[src/vtce_pkg.sv]
`timescale 1ns / 1ps
// ----------------------------------------------------------------------------
// vtce_pkg
// Shared types and constants of the vector terminal coordinate encoder.
// ----------------------------------------------------------------------------
package vtce_pkg;

  // command codes of the input channel
  typedef enum logic [1:0] {
    ACT_MOVE  = 2'd0,
    ACT_DRAW  = 2'd1,
    ACT_ERASE = 2'd2,
    ACT_LEAVE = 2'd3
  } action_t;

  // configuration register indexes
  typedef enum logic [1:0] {
    CFG_MODE_4014 = 2'd0,
    CFG_AXIS_SWAP = 2'd1,
    CFG_SCALE_Q8  = 2'd2
  } cfg_idx_t;

  // live configuration seen by the front end
  typedef struct packed {
    logic        mode_4014;
    logic        axis_swap;
    logic [15:0] scale_q8;
  } cfg_t;

  // one classified command travelling from front to back
  typedef struct packed {
    action_t    action;
    logic       big;
    logic [4:0] hiy;
    logic [3:0] ex;
    logic [4:0] ly;
    logic [4:0] hix;
    logic [4:0] lx;
  } entry_t;

  localparam int unsigned RUN_MAX = 8;

  localparam logic [7:0] BYTE_GS  = 8'h1d;
  localparam logic [7:0] BYTE_US  = 8'h1f;
  localparam logic [7:0] BYTE_ESC = 8'h1b;
  localparam logic [7:0] BYTE_FF  = 8'h0c;
  localparam logic [7:0] TAG_HI   = 8'h20;
  localparam logic [7:0] TAG_EX   = 8'h60;
  localparam logic [7:0] TAG_LOY  = 8'h60;
  localparam logic [7:0] TAG_LOX  = 8'h40;

  localparam logic [11:0] LIMIT_4014 = 12'd4095;
  localparam logic [11:0] LIMIT_4010 = 12'd1023;
  localparam logic [15:0] SCALE_ONE  = 16'd256;
  localparam logic [19:0] ROUND_HALF = 20'd128;

endpackage

[src/vtce_front.sv]
`timescale 1ns / 1ps
// ----------------------------------------------------------------------------
// vtce_front
// Accepts commands, scales the coordinates and splits them into address fields.
// ----------------------------------------------------------------------------
module vtce_front (
  input  logic                 clk,
  input  logic                 rst_n,
  input  vtce_pkg::cfg_t       cfg,
  input  logic                 in_valid,
  output logic                 in_ready,
  input  logic [1:0]           in_action,
  input  logic [15:0]          in_x_coord,
  input  logic [15:0]          in_y_coord,
  output logic                 push_valid,
  input  logic                 push_ready,
  output vtce_pkg::entry_t     push_data
);

  logic              s1_valid_r;
  logic              s1_valid_nxt;
  vtce_pkg::action_t s1_action_r;
  logic [19:0]       s1_px_r;
  logic [19:0]       s1_py_r;
  logic [15:0]       scale_eff;
  logic [31:0]       prod_x;
  logic [31:0]       prod_y;
  logic [19:0]       rnd_x;
  logic [19:0]       rnd_y;
  logic [11:0]       sx;
  logic [11:0]       sy;
  logic [11:0]       dev_x;
  logic [11:0]       dev_y;
  logic [11:0]       limit;
  logic              in_acc;

  // scale of zero acts as unity
  assign scale_eff = (cfg.scale_q8 == 16'd0) ? vtce_pkg::SCALE_ONE : cfg.scale_q8;
  assign prod_x    = in_x_coord * scale_eff;
  assign prod_y    = in_y_coord * scale_eff;

  assign in_ready  = !s1_valid_r || push_ready;
  assign in_acc    = in_valid && in_ready;

  always_comb begin
    s1_valid_nxt = s1_valid_r;
    if (in_acc) begin
      s1_valid_nxt = 1'b1;
    end else if (push_ready) begin
      s1_valid_nxt = 1'b0;
    end
  end

  always_ff @(posedge clk) begin
    if (!rst_n) begin
      s1_valid_r <= 1'b0;
    end else begin
      s1_valid_r <= s1_valid_nxt;
    end
  end

  // only the low 20 product bits reach the 12 device bits
  always_ff @(posedge clk) begin
    if (in_acc) begin
      s1_action_r <= vtce_pkg::action_t'(in_action);
      s1_px_r     <= prod_x[19:0];
      s1_py_r     <= prod_y[19:0];
    end
  end

  assign rnd_x = s1_px_r + vtce_pkg::ROUND_HALF;
  assign rnd_y = s1_py_r + vtce_pkg::ROUND_HALF;
  assign sx    = rnd_x[19:8];
  assign sy    = rnd_y[19:8];
  assign limit = cfg.mode_4014 ? vtce_pkg::LIMIT_4014 : vtce_pkg::LIMIT_4010;

  always_comb begin
    if (cfg.axis_swap) begin
      dev_y = sx;
      dev_x = limit - sy;
    end else begin
      dev_y = sy;
      dev_x = sx;
    end
  end

  always_comb begin
    push_data        = '0;
    push_data.action = s1_action_r;
    push_data.big    = cfg.mode_4014;
    if (cfg.mode_4014) begin
      push_data.ex  = {dev_y[1:0], dev_x[1:0]};
      push_data.hix = dev_x[11:7];
      push_data.hiy = dev_y[11:7];
      push_data.lx  = dev_x[6:2];
      push_data.ly  = dev_y[6:2];
    end else begin
      push_data.hix = dev_x[9:5];
      push_data.hiy = dev_y[9:5];
      push_data.lx  = dev_x[4:0];
      push_data.ly  = dev_y[4:0];
    end
  end

  assign push_valid = s1_valid_r;

endmodule

[src/vtce_fifo.sv]
`timescale 1ns / 1ps
// ----------------------------------------------------------------------------
// vtce_fifo
// Short register queue between the front end and the byte emitter.
// ----------------------------------------------------------------------------
module vtce_fifo #(
  parameter int unsigned WIDTH = 8,
  parameter int unsigned DEPTH = 2
) (
  input  logic             clk,
  input  logic             rst_n,
  input  logic             wr_valid,
  output logic             wr_ready,
  input  logic [WIDTH-1:0] wr_data,
  output logic             rd_valid,
  input  logic             rd_ready,
  output logic [WIDTH-1:0] rd_data
);

  localparam int unsigned PW = (DEPTH > 1) ? $clog2(DEPTH) : 1;
  localparam int unsigned CW = $clog2(DEPTH + 1);

  logic [WIDTH-1:0] mem_r [DEPTH];
  logic [PW-1:0]    wr_ptr_r;
  logic [PW-1:0]    wr_ptr_nxt;
  logic [PW-1:0]    rd_ptr_r;
  logic [PW-1:0]    rd_ptr_nxt;
  logic [CW-1:0]    cnt_r;
  logic [CW-1:0]    cnt_nxt;
  logic             do_wr;
  logic             do_rd;

  assign wr_ready = (cnt_r != CW'(DEPTH));
  assign rd_valid = (cnt_r != '0);
  assign rd_data  = mem_r[rd_ptr_r];
  assign do_wr    = wr_valid && wr_ready;
  assign do_rd    = rd_valid && rd_ready;

  always_comb begin
    wr_ptr_nxt = wr_ptr_r;
    rd_ptr_nxt = rd_ptr_r;
    cnt_nxt    = cnt_r;
    if (do_wr) begin
      wr_ptr_nxt = (wr_ptr_r == PW'(DEPTH - 1)) ? '0 : wr_ptr_r + 1'b1;
    end
    if (do_rd) begin
      rd_ptr_nxt = (rd_ptr_r == PW'(DEPTH - 1)) ? '0 : rd_ptr_r + 1'b1;
    end
    if (do_wr && !do_rd) begin
      cnt_nxt = cnt_r + 1'b1;
    end else if (do_rd && !do_wr) begin
      cnt_nxt = cnt_r - 1'b1;
    end
  end

  always_ff @(posedge clk) begin
    if (!rst_n) begin
      wr_ptr_r <= '0;
      rd_ptr_r <= '0;
      cnt_r    <= '0;
    end else begin
      wr_ptr_r <= wr_ptr_nxt;
      rd_ptr_r <= rd_ptr_nxt;
      cnt_r    <= cnt_nxt;
    end
  end

  always_ff @(posedge clk) begin
    if (do_wr) begin
      mem_r[wr_ptr_r] <= wr_data;
    end
  end

endmodule

[src/vtce_back.sv]
`timescale 1ns / 1ps
// ----------------------------------------------------------------------------
// vtce_back
// Tracks terminal state, builds each command's byte run and shifts it out.
// ----------------------------------------------------------------------------
module vtce_back (
  input  logic             clk,
  input  logic             rst_n,
  input  logic             pop_valid,
  output logic             pop_ready,
  input  vtce_pkg::entry_t pop_data,
  output logic             out_valid,
  input  logic             out_ready,
  output logic [7:0]       out_byte,
  output logic             out_last_of_run
);

  localparam int unsigned NSLOT = 11;

  logic [7:0] run_r   [vtce_pkg::RUN_MAX];
  logic [7:0] run_nxt [vtce_pkg::RUN_MAX];
  logic [7:0] built   [vtce_pkg::RUN_MAX];
  logic [3:0] cnt_r;
  logic [3:0] cnt_nxt;
  logic [3:0] built_cnt;

  logic       gon_r,  gon_nxt;
  logic [4:0] hy_r,   hy_nxt;
  logic       hy_v_r, hy_v_nxt;
  logic [3:0] ex_r,   ex_nxt;
  logic       ex_v_r, ex_v_nxt;
  logic [4:0] ly_r,   ly_nxt;
  logic       ly_v_r, ly_v_nxt;
  logic [4:0] hx_r,   hx_nxt;
  logic       hx_v_r, hx_v_nxt;
  logic [4:0] lx_r,   lx_nxt;
  logic       lx_v_r, lx_v_nxt;

  logic             load;
  logic             out_acc;
  logic             is_move, is_point, is_erase, is_leave, enter;
  logic             hy_v, ex_v, ly_v, hx_v;
  logic             hy_en, ex_en, ly_en, hx_en, hx_diff;
  logic [NSLOT-1:0] slot_en;
  logic [7:0]       slot_val [NSLOT];

  assign out_valid       = (cnt_r != 4'd0);
  assign out_byte        = run_r[0];
  assign out_last_of_run = (cnt_r == 4'd1);
  assign out_acc         = out_valid && out_ready;
  assign pop_ready       = (cnt_r == 4'd0) || ((cnt_r == 4'd1) && out_ready);
  assign load            = pop_valid && pop_ready;

  // classify
  assign is_move  = (pop_data.action == vtce_pkg::ACT_MOVE);
  assign is_point = is_move || (pop_data.action == vtce_pkg::ACT_DRAW);
  assign is_erase = (pop_data.action == vtce_pkg::ACT_ERASE);
  assign is_leave = (pop_data.action == vtce_pkg::ACT_LEAVE);
  assign enter    = !gon_r && !is_leave;

  // a move forgets everything sent before encoding its point
  assign hy_v = hy_v_r && !is_move;
  assign ex_v = ex_v_r && !is_move;
  assign ly_v = ly_v_r && !is_move;
  assign hx_v = hx_v_r && !is_move;

  assign hy_en   = is_point && (!hy_v || (hy_r != pop_data.hiy));
  assign ex_en   = is_point && pop_data.big && (!ex_v || (ex_r != pop_data.ex));
  assign hx_diff = !hx_v || (hx_r != pop_data.hix);
  assign ly_en   = is_point && (ex_en || hx_diff || !ly_v || (ly_r != pop_data.ly));
  assign hx_en   = ly_en && hx_diff;

  always_comb begin
    slot_en[0]   = enter;
    slot_val[0]  = vtce_pkg::BYTE_GS;
    slot_en[1]   = enter && lx_v_r;
    slot_val[1]  = vtce_pkg::TAG_LOX + {3'b000, lx_r};
    slot_en[2]   = is_move;
    slot_val[2]  = vtce_pkg::BYTE_GS;
    slot_en[3]   = is_erase;
    slot_val[3]  = vtce_pkg::BYTE_ESC;
    slot_en[4]   = is_erase;
    slot_val[4]  = vtce_pkg::BYTE_FF;
    slot_en[5]   = is_leave && gon_r;
    slot_val[5]  = vtce_pkg::BYTE_US;
    slot_en[6]   = hy_en;
    slot_val[6]  = vtce_pkg::TAG_HI + {3'b000, pop_data.hiy};
    slot_en[7]   = ex_en;
    slot_val[7]  = vtce_pkg::TAG_EX + {4'b0000, pop_data.ex};
    slot_en[8]   = ly_en;
    slot_val[8]  = vtce_pkg::TAG_LOY + {3'b000, pop_data.ly};
    slot_en[9]   = hx_en;
    slot_val[9]  = vtce_pkg::TAG_HI + {3'b000, pop_data.hix};
    slot_en[10]  = is_point;
    slot_val[10] = vtce_pkg::TAG_LOX + {3'b000, pop_data.lx};
  end

  // pack the enabled slots in order
  always_comb begin
    logic [3:0] pos;
    pos = 4'd0;
    for (int i = 0; i < vtce_pkg::RUN_MAX; i++) begin
      built[i] = 8'h00;
    end
    for (int i = 0; i < NSLOT; i++) begin
      if (slot_en[i] && (pos < 4'(vtce_pkg::RUN_MAX))) begin
        built[pos[2:0]] = slot_val[i];
        pos = pos + 4'd1;
      end
    end
    built_cnt = pos;
  end

  always_comb begin
    for (int i = 0; i < vtce_pkg::RUN_MAX; i++) begin
      run_nxt[i] = run_r[i];
    end
    cnt_nxt = cnt_r;
    if (load) begin
      run_nxt = built;
      cnt_nxt = built_cnt;
    end else if (out_acc) begin
      for (int i = 0; i < vtce_pkg::RUN_MAX - 1; i++) begin
        run_nxt[i] = run_r[i + 1];
      end
      cnt_nxt = cnt_r - 4'd1;
    end
  end

  always_comb begin
    gon_nxt  = gon_r;
    hy_nxt   = hy_r;
    hy_v_nxt = hy_v_r;
    ex_nxt   = ex_r;
    ex_v_nxt = ex_v_r;
    ly_nxt   = ly_r;
    ly_v_nxt = ly_v_r;
    hx_nxt   = hx_r;
    hx_v_nxt = hx_v_r;
    lx_nxt   = lx_r;
    lx_v_nxt = lx_v_r;
    if (load) begin
      gon_nxt = !is_leave;
      if (hy_en) begin
        hy_nxt   = pop_data.hiy;
        hy_v_nxt = 1'b1;
      end else if (is_move) begin
        hy_v_nxt = 1'b0;
      end
      if (ex_en) begin
        ex_nxt   = pop_data.ex;
        ex_v_nxt = 1'b1;
      end else if (is_move) begin
        ex_v_nxt = 1'b0;
      end
      if (ly_en) begin
        ly_nxt   = pop_data.ly;
        ly_v_nxt = 1'b1;
      end else if (is_move) begin
        ly_v_nxt = 1'b0;
      end
      if (hx_en) begin
        hx_nxt   = pop_data.hix;
        hx_v_nxt = 1'b1;
      end else if (is_move) begin
        hx_v_nxt = 1'b0;
      end
      if (is_point) begin
        lx_nxt   = pop_data.lx;
        lx_v_nxt = 1'b1;
      end
    end
  end

  always_ff @(posedge clk) begin
    if (!rst_n) begin
      cnt_r  <= 4'd0;
      gon_r  <= 1'b0;
      hy_v_r <= 1'b0;
      ex_v_r <= 1'b0;
      ly_v_r <= 1'b0;
      hx_v_r <= 1'b0;
      lx_v_r <= 1'b0;
    end else begin
      cnt_r  <= cnt_nxt;
      gon_r  <= gon_nxt;
      hy_v_r <= hy_v_nxt;
      ex_v_r <= ex_v_nxt;
      ly_v_r <= ly_v_nxt;
      hx_v_r <= hx_v_nxt;
      lx_v_r <= lx_v_nxt;
    end
  end

  always_ff @(posedge clk) begin
    run_r <= run_nxt;
    hy_r  <= hy_nxt;
    ex_r  <= ex_nxt;
    ly_r  <= ly_nxt;
    hx_r  <= hx_nxt;
    lx_r  <= lx_nxt;
  end

endmodule

[src/vector_terminal_coordinate_encoder.sv]
`timescale 1ns / 1ps
// ----------------------------------------------------------------------------
// vector_terminal_coordinate_encoder
// Turns move/draw/erase/leave commands into a 4010/4014 vector byte stream.
// ----------------------------------------------------------------------------
// usage
//   in_*  : one command word per handshake (action, x and y user coordinates)
//   out_* : one terminal byte per word; out_last_of_run marks the final byte
//           a command produced, a leave outside graphics produces none
//   cfg_* : register writes (mode_4014, axis_swap, scale_q8), always ready;
//           write only while the block is drained
// path: with an empty queue the first byte of a command passes the multiply
//   stage, the queue and the emitter's run register before it is on out_byte
// throughput: the emitter sends one byte per cycle while out_ready is high
//   and starts the next run in the cycle the last byte of the previous one
//   leaves; a command has one to eight bytes, and a command with no bytes
//   is still taken from the queue by the emitter
// stall: a stalled receiver holds the current byte; the queue and the
//   multiply stage fill and then in_ready drops
// reset: registers return to 1.0 scale, 4010 mode, no swap; graphics mode
//   off and every remembered byte invalid; no clearing pass is needed
// ----------------------------------------------------------------------------
module vector_terminal_coordinate_encoder #(
  parameter int unsigned QUEUE_DEPTH = 2
) (
  input  logic        clk,
  input  logic        rst_n,
  // command channel
  input  logic        in_valid,
  output logic        in_ready,
  input  logic [1:0]  in_action,
  input  logic [15:0] in_x_coord,
  input  logic [15:0] in_y_coord,
  // byte channel
  output logic        out_valid,
  input  logic        out_ready,
  output logic [7:0]  out_byte,
  output logic        out_last_of_run,
  // register writes
  input  logic        cfg_valid,
  output logic        cfg_ready,
  input  logic [1:0]  cfg_index,
  input  logic [15:0] cfg_data
);

  vtce_pkg::cfg_t   cfg_r;
  vtce_pkg::cfg_t   cfg_nxt;
  logic             push_valid;
  logic             push_ready;
  vtce_pkg::entry_t push_data;
  logic             pop_valid;
  logic             pop_ready;
  vtce_pkg::entry_t pop_data;

  // register file, writes are registered into cfg_r and always accepted
  assign cfg_ready = 1'b1;

  always_comb begin
    cfg_nxt = cfg_r;
    if (cfg_valid && cfg_ready) begin
      unique case (cfg_index)
        vtce_pkg::CFG_MODE_4014: cfg_nxt.mode_4014 = cfg_data[0];
        vtce_pkg::CFG_AXIS_SWAP: cfg_nxt.axis_swap = cfg_data[0];
        vtce_pkg::CFG_SCALE_Q8:  cfg_nxt.scale_q8  = cfg_data;
        default:                 cfg_nxt = cfg_r;
      endcase
    end
  end

  always_ff @(posedge clk) begin
    if (!rst_n) begin
      cfg_r.mode_4014 <= 1'b0;
      cfg_r.axis_swap <= 1'b0;
      cfg_r.scale_q8  <= vtce_pkg::SCALE_ONE;
    end else begin
      cfg_r <= cfg_nxt;
    end
  end

  // front: scale, optional swap/reflect, split into address fields
  vtce_front u_front (
    .clk        (clk),
    .rst_n      (rst_n),
    .cfg        (cfg_r),
    .in_valid   (in_valid),
    .in_ready   (in_ready),
    .in_action  (in_action),
    .in_x_coord (in_x_coord),
    .in_y_coord (in_y_coord),
    .push_valid (push_valid),
    .push_ready (push_ready),
    .push_data  (push_data)
  );

  // decoupling queue
  vtce_fifo #(
    .WIDTH ($bits(vtce_pkg::entry_t)),
    .DEPTH (QUEUE_DEPTH)
  ) u_queue (
    .clk      (clk),
    .rst_n    (rst_n),
    .wr_valid (push_valid),
    .wr_ready (push_ready),
    .wr_data  (push_data),
    .rd_valid (pop_valid),
    .rd_ready (pop_ready),
    .rd_data  (pop_data)
  );

  // back: suppress repeated bytes, track graphics mode, emit the run
  vtce_back u_back (
    .clk             (clk),
    .rst_n           (rst_n),
    .pop_valid       (pop_valid),
    .pop_ready       (pop_ready),
    .pop_data        (pop_data),
    .out_valid       (out_valid),
    .out_ready       (out_ready),
    .out_byte        (out_byte),
    .out_last_of_run (out_last_of_run)
  );

`ifndef SYNTHESIS
  // leave-graphics is a run of its own single byte
  a_us_alone: assert property (@(posedge clk) disable iff (!rst_n)
    out_valid && (out_byte == vtce_pkg::BYTE_US) |-> out_last_of_run)
    else $error("US byte not closing its run");

  // erase ends in form feed, escape is never last
  a_ff_last: assert property (@(posedge clk) disable iff (!rst_n)
    out_valid && (out_byte == vtce_pkg::BYTE_FF) |-> out_last_of_run)
    else $error("FF byte not closing its run");

  a_esc_not_last: assert property (@(posedge clk) disable iff (!rst_n)
    out_valid && (out_byte == vtce_pkg::BYTE_ESC) |-> !out_last_of_run)
    else $error("ESC byte closing a run");

  // escape is always followed by form feed in the next word
  a_esc_then_ff: assert property (@(posedge clk) disable iff (!rst_n)
    out_valid && out_ready && (out_byte == vtce_pkg::BYTE_ESC)
    |=> out_valid && (out_byte == vtce_pkg::BYTE_FF))
    else $error("ESC not followed by FF");
`endif

endmodule

[config.mk]
export PLATFORM = sky130hd
export DESIGN_NAME = vector_terminal_coordinate_encoder
export DESIGN_NICKNAME = d
export VERILOG_FILES = /design/src/vtce_pkg.sv /design/src/vtce_front.sv /design/src/vtce_fifo.sv /design/src/vtce_back.sv /design/src/vector_terminal_coordinate_encoder.sv
export SDC_FILE = /design/constraint.sdc
export NUM_CORES = 1
export LEC_CHECK = 0
export BUFFER_PORTS_ARGS = -buffer_cell sky130_fd_sc_hd__buf_4
export CAP_MARGIN = 10
export CORE_MARGIN = 3
export CORE_UTILIZATION = 54
export CTS_CLUSTER_DIAMETER = 200
export CTS_CLUSTER_SIZE = 30
export DETAILED_ROUTE_END_ITERATION = 10
export MAX_ROUTING_LAYER = met4
export PLACE_DENSITY = 0.77
export SYNTH_ARGS = -nofsm -noshare
export SYNTH_HDL_FRONTEND = slang
export SYNTH_HIERARCHICAL = 1
export SYNTH_SLANG_ARGS = --single-unit
[constraint.sdc]
create_clock -name clk -period 15.78 [get_ports clk]
set_input_delay 2.367 -clock clk [delete_from_list [all_inputs] [get_ports clk]]
set_output_delay 2.367 -clock clk [all_outputs]
set_load 0.01 [all_outputs]
# Yosys cells after proc, flatten, opt, wreduce, memory -nomap -nowiden
# Memories as Yosys holds them, arrays and structs flattened. A register that Yosys moved wholly into a read port is not among the register bits.
# Index checks and enable logic that the tools add are counted.
# word_totals
ff_bits	163
mem_bits_rw	54
in_bits	57
output_inout_bits	12
wordCells	277
memories	1
# memory_table
memory	words	width	rd	rd_clocked_by_memory_dff	write_ports	line	text
u_queue.mem_r	2	27	1	1	1	vtce_fifo.sv:23	logic [WIDTH-1:0] mem_r [DEPTH];
# classes
addsub	24
mul	2
magnitude_cmp	30
eq_ne	11
muxes	74
bitwise	22
reduce_logical	83
# op_table
cell	n
$mux 64	10
$bwmux 64	6
$demux 8 s3	10
$mux 56	2
$mux 8	10
$and 32x32->32	2
$not 32->32	2
$or 32x32->32	2
$mux 4	13
$and 48x48->48	1
$not 48->48	1
$add 20x8->20 const B	2
$ge 4x4->1 const B	10
$lt 4x1->1 const B	10
$mul 16x16->20	2
$or 40x40->40	1
$logic_and 1x1->1	39
$add 4x1->4 const B	9
$lt 4x4->1 const B	9
$mux 12	3
$not 3->4	9
$add 7x5->8 const A	3
$and 24x24->24	1
$not 24->24	1
other kinds (30)	88

# Depth between registers and ports, before layout
# depth
word_depth	39
ltp_mapped	32

# Cells and area by module
# Netlist, hierarchy kept.
# modules_own_cells
mod	n_inst	cells_each	area_per_inst_um2	seq_area_each_um2
vtce_front	1	1488	12863.6	860.8
vtce_back	1	770	6976.7	2602.5
vtce_fifo	1	108	2188.3	1721.7
vector_terminal_coordinate_encoder	1	81	755.7	360.3

# Worst setup path after synthesis
# OpenSTA, ideal clock, no wires.
# synth_path
path_type	input -> register
from	in in_x_coord[9]
to	reg u_front.s1_px_r[19] (data pin)
setup_time_ns	0.262
t_arrival_ns	7.299
t_required_ns	15.518
slack_ns	8.219
cell_stages	19
n_path_buf	1
cell_sequence	clkbuf_1 > nand2_1 > fa_1 > fa_1 > fa_1 > fa_1 > inv_1 > fa_1 > inv_1 > fa_1 > inv_1 > ha_1 > a21o_1 > a31oi_1 > o22ai_1 > a21o_1 > o31a_1 > a311oi_2 > xnor2_1
# synth_via
elab_chain_cells	1
# synth_rtl
item	line	text
from (decl)	vector_terminal_coordinate_encoder.sv:32	input logic [15:0] in_x_coord,
$mul 16x16->20	vtce_front.sv:39	assign prod_x = in_x_coord * scale_eff;
named net u_front.prod_x[19]	vtce_front.sv:26	logic [31:0] prod_x;
to (signal assigned)	vtce_front.sv:66	s1_px_r <= prod_x[19:0];
to (decl)	vtce_front.sv:23	logic [19:0] s1_px_r;
# The timed path passes the listed nets, and every way through them passes these cells.
# A chain may end at the register's enable or synchronous reset.

==> flow_summary.ini <==
[synth]
synthCells = 2447
yosys.area_share.adder = 0.296
ys_warn_count = 6
synth_top_flop_cell = edfxtp_1
yosys-top-cells-area = fa_1 (23%), edfxtp_1 (21%), ha_1 (6.8%), inv_1 (6.1%), and2_1 (5.6%)
yosysTopAreaCellShare = 0.228
netlist_area_um2 = 22800
synth_compound_area_frac = 0.0958
synth-xor-area-share = 0.0554
synth_top_cell_by_area = fa_1
synth_area_per_cell_um2 = 9.31
synth_top_family_by_area = adder cells
ys_seq_elements = 196
synth_nets = 2887
synth_mux_area_frac = 0.0396
yosysUniqueCellTypes = 96
async_flop_share = 0
ys_seq_area_frac = 0.243
synth_edf_count = 162
synthSimpleGateAreaFrac = 0.177

[global_route]
antenna_found_initial = 0
grtUsageMet3 = 0.0455
use_met2 = 0.438
grtUsageMet1 = 0.347
grt-busiest-layer = met2
grt_max_degree = 71
grt_pass1_vias = 17410
grt_overflow = 0
gr-usage-all-layers = 0.272
grt_pass1_wl_mm = 92.5

[floorplanning]
fp.dieArea_um2 = 44700
fp.coreArea_um2 = 41300
start_util = 0.552
die_y_um = 211
die_w_um = 211
rows = 74
ioPinCount = 69

[route]
drc = 0
post_drt_wl_per_cell_um = 19.5
vias_per_cell = 5.79
drtAntennaViolNets = 0
first_pass_iters = 6
drt_iter0_drc = 1420
wirelength_mm = 57.7
vias = 17095

[min_path]
min_path_type = reg -> reg

[clock_network]
htree_levels = 4
cts.path.max_buffers = 2
clk_latency_ps = 460
clock_tree.root_cell = clkbuf_16
cts_tree = built
clock-sinks = 196
postCtsSetupBuffers = 0
cts_made_buffers = 17
path_clk_slew_ps = 80
cts-resized-gates = 0
hold_buffers = 0

[timing]
tightestPinTransition_ps = 1160
rsz0062_at_grt = no
hold_slack_ps = 456
slew_violations = 0
timing.final.crit_period_ps = 8980
tns_ps = 0
setup_violations = 0
hold_violations = 0
slew_headroom = 0.219
finalCritPeriodShare = 0.569
fmax_ghz = 0.111
clock-skew-final_ps = 12.4

[layout]
num-fill-cells = 3502
nets = 2847
diodes = 0
area_growth_syn_to_layout_pct = 5.46
final_util = 0.582
final_common_cell = inv_1
register_area_um2 = 5550
multi_input_area_um2 = 15100
final_area_um2 = 24000
layout-drive-gt1-share = 0.0818
layout_common_cells = inv_1 (370), nand2_1 (338), fa_1 (260)

[worst_setup_path]
crit_fanout = 30
slowest_delay_ps = 950
start_kind = register
cpMostUsedCell = ha_1
worst-setup-path-type = reg -> reg
critPathCaptureType = register
cp_slowest_cell = nor3_1
cp_data_arrival_time_ps = 9240
crit_required_ps = 16040

[power]
ir_drop_v = 0.000105
p_leak_nw = 10.5
p_per_area_nw_per_um2 = 152

[run_status]
status = finished, final reports clean

[placement]
placed_cell_area_um2 = 23400
portBuffers = 66
hpwl_mm = 42.2
gp_congestion = 0.967

[flow_run]
maxCapViolCount = 0
## synth_stat cells (31+ instances only)
| master | n |
|---|---|
| inv_1 | 372 |
| nand2_1 | 339 |
| fa_1 | 260 |
| and2_1 | 204 |
| edfxtp_1 | 162 |
| ha_1 | 123 |
| nor2_1 | 106 |
| clkbuf_1 | 93 |
| xnor2_1 | 79 |
| a21oi_1 | 67 |
| mux2i_1 | 54 |
| o21ai_0 | 54 |
| xor2_1 | 45 |
| nand3_1 | 37 |
| dfxtp_1 | 34 |
| mux2_2 | 31 |
## state kept, by name, summed over array words and instances (netlist names), 2 cells and up, named ones only
name	cells
u_back/ex_r	4
u_queue/mem_r	54
u_queue/cnt_r	2
cfg_r	18
u_back/run_r	49
u_back/ly_r	5
u_back/hx_r	5
u_back/lx_r	5
u_back/cnt_r	4
u_front/s1_action_r	2
u_back/out_byte	7
u_front/s1_px_r	13
u_front/s1_py_r	13
u_back/hy_r	5
## cells by family after synthesis
| group | after synthesis |
|---|---|
| adder cells (fa/ha/maj) | 383 |
| flip-flops | 196 |
| buffers and inverters | 521 |
| multiplexers | 86 |
| XOR/XNOR | 132 |
| AND/OR/NAND/NOR | 819 |
| other | 3 |
| AO/OA/AOI/OAI | 307 |
## metrics by stage
| stage | power, mW | std cells | worst slack [ps] |
|---|---|---|---|
| finish | 3.64 | 2952 | 6800 |
| global route | 3.89 | 2952 | 6160 |
| CTS | 3.60 | 2951 | 6970 |
| detailed placement | 3.12 | 2919 | 6990 |
| global placement | 3.07 | 2919 | 7310 |
| floorplan | 2.60 | 2447 | 8220 |
## final cells by class
class,instances,area share
clock buffer,17,0.0177
clock inverter,15,0.00797
inverter,377,0.0589
multi-input combinational,1730,0.630
sequential,196,0.231
tap,532,0.0277
timing repair buffer,85,0.0266
## worst max-delay path: cells and delay by family (launching register included)
family / cells / cell delay (ps)
DFF: 1 / 310
buffers and inverters: 7 / 1250
adders and majority gates: 7 / 2300
xor gates and xnor gates: 2 / 470
muxes: 2 / 970
AOI/OAI and AO/OA: 7 / 1830
and+or+nand+nor: 6 / 1630
## power by group
| part | internal, mW | switching [mW] | total, mW |
|---|---|---|---|
| clock network | 0.254 | 0.209 | 0.464 |
| registers | 0.812 | 0.0731 | 0.886 |
| logic | 0.845 | 1.45 | 2.29 |
## routing by layer
metal,up-vias,share of wire
li1,7803,-
met3,147,0.066
met4,0,0.038
met1,8460,0.41
met5,-,0
met2,685,0.48
## path summary, 6_finish.rpt
| kind | start | end | slack, ps | cells past startpoint |
|---|---|---|---|---|
| worst max-delay path | register | u_back/run_r[20] | 6800 | 31 |
| worst min-delay path | u_front/s1_action_r[1] | u_queue/mem_r[1][26] | 460 | 0 |
| worst max register to register | register | u_back/run_r[20] | 6800 | 31 |
| worst min register to register | u_front/s1_action_r[1] | u_queue/mem_r[1][26] | 460 | 0 |
No activity file was read; power rests on OpenSTA's default activity.
